==> src/rtl/ple_pkg.sv <==
`timescale 1ns / 1ps
// ----------------------------------------------------------------------------
// ple_pkg
// Shared types and constants for the positional list engine: opcodes,
// status codes, word layouts and the shift control broadcast to the cells.
// ----------------------------------------------------------------------------
package ple_pkg;

    localparam int DEF_CAPACITY = 64;
    localparam int OPC_W        = 3;
    localparam int POS_W        = 7;
    localparam int DATA_W       = 32;
    localparam int STAT_W       = 2;

    typedef enum logic [OPC_W-1:0] {
        OP_INS_HEAD = 3'd0,
        OP_INS_TAIL = 3'd1,
        OP_INS_AT   = 3'd2,
        OP_RM_HEAD  = 3'd3,
        OP_RM_TAIL  = 3'd4,
        OP_RM_AT    = 3'd5,
        OP_READ     = 3'd6
    } opcode_t;

    typedef enum logic [STAT_W-1:0] {
        ST_OK    = 2'd0,
        ST_FULL  = 2'd1,
        ST_RANGE = 2'd2
    } status_t;

    typedef struct packed {
        logic [OPC_W-1:0]         opcode;
        logic [POS_W-1:0]         position;
        logic signed [DATA_W-1:0] value;
    } cmd_word_t;

    typedef struct packed {
        logic signed [DATA_W-1:0] read_value;
        logic [POS_W-1:0]         count;
        logic [STAT_W-1:0]        status;
    } rsp_word_t;

    typedef struct packed {
        logic                     ins;
        logic                     rm;
        logic signed [DATA_W-1:0] value;
    } shift_ctrl_t;

endpackage

==> src/rtl/ple_cell.sv <==
`timescale 1ns / 1ps
// ----------------------------------------------------------------------------
// ple_cell
// One list slot: holds an element and takes the new value, its left
// neighbor or its right neighbor according to the broadcast shift control.
// ----------------------------------------------------------------------------
module ple_cell
    import ple_pkg::*;
#(
    parameter int IDX_W = 6,
    parameter int INDEX = 0
) (
    input  logic                     clk,
    input  shift_ctrl_t              ctrl,
    input  logic [IDX_W-1:0]         idx,
    input  logic signed [DATA_W-1:0] left,
    input  logic signed [DATA_W-1:0] right,
    output logic signed [DATA_W-1:0] data
);

    localparam logic [IDX_W-1:0] MY_IDX = IDX_W'(INDEX);

    logic signed [DATA_W-1:0] data_reg;
    logic signed [DATA_W-1:0] data_next;

    always_comb
    begin
        data_next = data_reg;
        if (ctrl.ins)
        begin
            if (MY_IDX == idx)
            begin
                data_next = ctrl.value;
            end
            else if (MY_IDX > idx)
            begin
                data_next = left;
            end
        end
        else if (ctrl.rm)
        begin
            if (MY_IDX >= idx)
            begin
                data_next = right;
            end
        end
    end

    always_ff @(posedge clk)
    begin
        data_reg <= data_next;
    end

    assign data = data_reg;

endmodule
==> config.mk <==
export PLATFORM = sky130hd
export DESIGN_NAME = ple_cell
export DESIGN_NICKNAME = d
export VERILOG_FILES = /design/src/rtl/ple_pkg.sv /design/src/rtl/ple_cell.sv
export SDC_FILE = /design/constraint.sdc
export NUM_CORES = 1
export LEC_CHECK = 0
export ABC_AREA = 1
export BUFFER_PORTS_ARGS = -buffer_cell sky130_fd_sc_hd__buf_2
export CORE_UTILIZATION = 38
export DETAILED_ROUTE_END_ITERATION = 7
export GPL_ROUTABILITY_DRIVEN = 0
export HOLD_SLACK_MARGIN = 0.12
export MAX_ROUTING_LAYER = met4
export PLACE_DENSITY_LB_ADDON = 0.08
export SYNTH_ARGS = -nofsm -noshare
export SYNTH_HDL_FRONTEND = slang
export SYNTH_SLANG_ARGS = --single-unit
==> constraint.sdc <==
create_clock -name clk -period 2.7 [get_ports clk]
set_input_delay 0.54 -clock clk [delete_from_list [all_inputs] [get_ports clk]]
set_output_delay 0.54 -clock clk [all_outputs]
set_load 0.005 [all_outputs]
---- Word level (Yosys, flattened, before mapping) ----
Index checks and enable logic that the tools add are counted.
word-level totals
  register bits after elaboration ......... 32
  bits of input ports ..................... 105
  output and inout port bits .............. 32
  word-level logic and storage cells ...... 13
operators by class
  multiplexer cells ....................... 5
  reductions and logical operators ........ 4
  order comparisons ....................... 2
  equal/unequal tests ..................... 1
operators by type and width
  cell                                                                            number
  32-bit two-way mux                                                              5
  1-bit by 6-bit >= comparator with 1-bit output, first input constant            1
  1-bit by 6-bit greater-than comparator with 1-bit output, first input constant  1
  6-bit zero test                                                                 1
  2-bit nonzero test                                                              2
  3-bit by 1-bit inequality test with 1-bit output, second input constant         1
  3-bit AND reduction                                                             1

---- Depth between registers and ports, before layout ----
  word-level depth ........................ 4
  depth in mapped cells ................... 6

---- Worst setup path before layout ----
Ideal clock, no wire load.
  kind .................................... input port to flip-flop
  from .................................... input idx[5]
  to ...................................... register data_reg[0] (netlist: data[0]) (enable)
  path buffers ............................ 1
  stages on the path ...................... 4
  arrival ................................. 2,329 ps
  slack ................................... -51 ps
  cell sequence ........................... nor2_4 nand3_4 buf_6 nor2_1
on the way
  word-level cells in the longest chain between the ends .. 3
RTL lines
  item                                                                                                            line            RTL
  start, declared                                                                                                 ple_cell.sv:15  input logic [IDX_W-1:0] idx,
  1-bit by 6-bit greater-than comparator with 1-bit output, or another cell as far along                          ple_cell.sv:35  else if (MY_IDX > idx)
  3-bit by 1-bit inequality test with 1-bit output (no source line) / 2-bit nonzero test (equally long branches)  -
  3-bit AND reduction (no source line) (*)                                                                        -
  end signal, assigned                                                                                            ple_cell.sv:51  data_reg <= data_next;
  end, declared                                                                                                   ple_cell.sv:23  logic signed [DATA_W-1:0] data_reg;
Mark *: on every way between the ends. The rest lies on a longest branch, timed or not.
A chain may end at the register's enable or synchronous reset.

---- Final worst setup path ----
  from .................................... input ctrl[33] in the netlist's numbering
  to ...................................... register data_reg[4] (netlist: data[4]) (data pin)
on the way
  word-level cells in the longest chain between the ends .. 1
RTL lines
  item                line            RTL
  start, declared     ple_cell.sv:14  input shift_ctrl_t ctrl,
  32-bit two-way mux  ple_cell.sv:29  if (ctrl.ins)
  net data_next[4]    ple_cell.sv:24  logic signed [DATA_W-1:0] data_next;
The timed path passes the listed nets, and every way through them passes these cells.

==> results_dict.tcl <==
set metrics [dict create \
    outcome "finished, final reports clean" \
    initial_core_util_pct 40.3 \
    holdWs_ns 0.530 \
    cts.sinks 32 \
    finalHoldViolCount 0 \
    syn_nets 387 \
    slew_headroom_pct 61.9 \
    multi_input_area_um2 787 \
    grt_pass1_vias 2045 \
    ys_warn_count 0 \
    synthToLayoutAreaGrowth_pct 38.1 \
    fp.dieH_um 76.3 \
    dr.max_layer_used "met4" \
    synth_top_area_share_pct 45.9 \
    cts_tree "built" \
    antenna_found_initial 0 \
    fp.dieW_um 76.3 \
    htree_levels 2 \
    stdcell_count 482 \
    hold_depth 3 \
    ant_nets 0 \
    drtIter0Drc 112 \
    clk_pin_slew_worst_paths_ns 0.06 \
    cpMostUsedCell "nand2_1" \
    synthTopCellsByArea "edfxtp_1 (46%), nand2_1 (17%), inv_1 (11%)" \
    finalInstanceArea_mm2 0.00289 \
    cp_cell_sequence "buf_2 -> buf_4 -> inv_2 -> nand2_1 -> nand2_1" \
    cp_data_required_time_ns 2.73 \
    yosys.area.top_type "edfxtp_1" \
    critical_path_class "in2reg" \
    synth_cells 282 \
    nNetsFinal 517 \
    wl_per_cell_um 12.1 \
    yosys_register_bits 32 \
    largest_register_ffs 32 \
    cp-end-kind "flop" \
    p_per_area_mw_per_mm2 379 \
    drv_cap 0 \
    ys_seq_area_share_pct 45.9 \
    cts_hold_buffers 0 \
    critical_path_cell_count 5 \
    clk_path_buf_depth 2 \
    slowest_delay_ns 0.34 \
    period_minus_slack_ns 1.50 \
    peakVddDrop_uv 200 \
    coreArea_mm2 0.00520 \
    drive_gt1_share_pct 37.1 \
    slowest_stage "buf_4" \
    cts_root_buffer "clkbuf_8" \
    power_leakage_nw 1.65 \
    dieArea_mm2 0.00582 \
    gr-total-overflow 0 \
    ioPinCount 137 \
    grt_pass1_wl_mm 9.49 \
    fillers 532 \
    wl_mm 5.82 \
    synth_area_mm2 0.00210 \
    wl_met2_mm 2.63 \
    clock.fmax_mhz 665 \
    regArea_um2 961 \
    io_buffers 136 \
    timing.setup.tns_ns 0 \
    grt_setup_unrepaired "false" \
    slew_viol_final 0 \
    first_pass_iters 4 \
    crit_fanout 33 \
    postCtsSetupBuffers 0 \
    critPathTopFamily "buffers and inverters" \
    crit_buf_inv 3 \
    vias 2228 \
    hold_class "in2reg" \
    finalSetupViolCount 0 \
    synth.avg_cell_area_um2 7.43 \
    tightest_slew_ns 0.570 \
    grtUsageTotal_pct 21.5 \
    met3_wirelength_um 626 \
    synth.distinct_cells 12 \
    numPlacedInstances 475 \
    dpl-instance-area_mm2 0.00282 \
    cts.repair.resized 0 \
    post_drt_via_cell_ratio 4.62 \
    hpwl_mm 3.95 \
    num_rows 26 \
    finalCritPeriodShare_pct 55.7 \
    critical_path_arrival_ns 1.54 \
    grt_max_degree 34 \
    cts_made_buffers 5 \
    antenna_cells 0 \
    drt-met1-wl_mm 2.48 \
    start_kind "input pin" \
    drc 0 \
]
routing by layer:
metal	global-route usage, %	vias to the layer above
met4	8.27	0
met5	-	-
met3	8.26	10
met1	26.5	944
met2	31.9	120
li1	-	1154
placed cells by master (no fill, tap or decap):
cell and count:
inv_2 1, nor2_1 1, nand3_1 32, buf_2 136, nand4_1 32, nand2_1 96, clkinv_1 2, nor2_4 4
inv_1 64, clkbuf_8 5, buf_4 5, edfxtp_1 32, buf_12 1, nand3_4 1
Yosys cell counts:
library cell  number
nand2_1           96
inv_1             64
edfxtp_1          32
nand4_1           32
clkbuf_1           2
buf_6              3
inv_2              1
nand3_4            1
nor2_1             2
nand3_1           32
nor2_4             3
buf_2             14
stage by stage:
step	power (mW)	util (%)	setup WS (ns)
after floorplan	0.675	-	0.498
after global placement	0.774	54.1	0.913
after detailed placement	0.775	54.1	0.906
after CTS	1.11	55.6	1.20
after global routing	1.16	55.6	1.10
final	1.10	55.6	1.20
cell families after synthesis:
logic type	count (synthesis)	synth area share, %
buffers and inverters	84	17.0
DFF	32	45.9
and+or+nand+nor	166	37.2
path summary, 6_finish.rpt:
path,startpoint,end,slack (ns)
setup / recovery,ctrl[33],data[4],1.20
hold / removal,right[16],data[16],0.53
where the power goes:
| group | internal [mW] | switching [mW] |
|---|---|---|
| registers | 0.556 | 0.00115 |
| logic | 0.0964 | 0.111 |
| clock network | 0.170 | 0.164 |
final cells by class:
| cell class | count | share of cell area [%] |
|---|---|---|
| clock buffers | 5 | 2.38 |
| clock inverters | 2 | 0.259 |
| inverters | 65 | 8.43 |
| multi-input cells | 166 | 27.2 |
| flip-flops and latches | 32 | 33.2 |
| well taps | 70 | 3.03 |
| repair buffers | 142 | 25.5 |
tightest hold or removal path, stage by stage:
cell and delay [ns]:
buf_2 0.07, nand2_1 0.04, nand2_1 0.05
(Power assumes the default switching activity.)
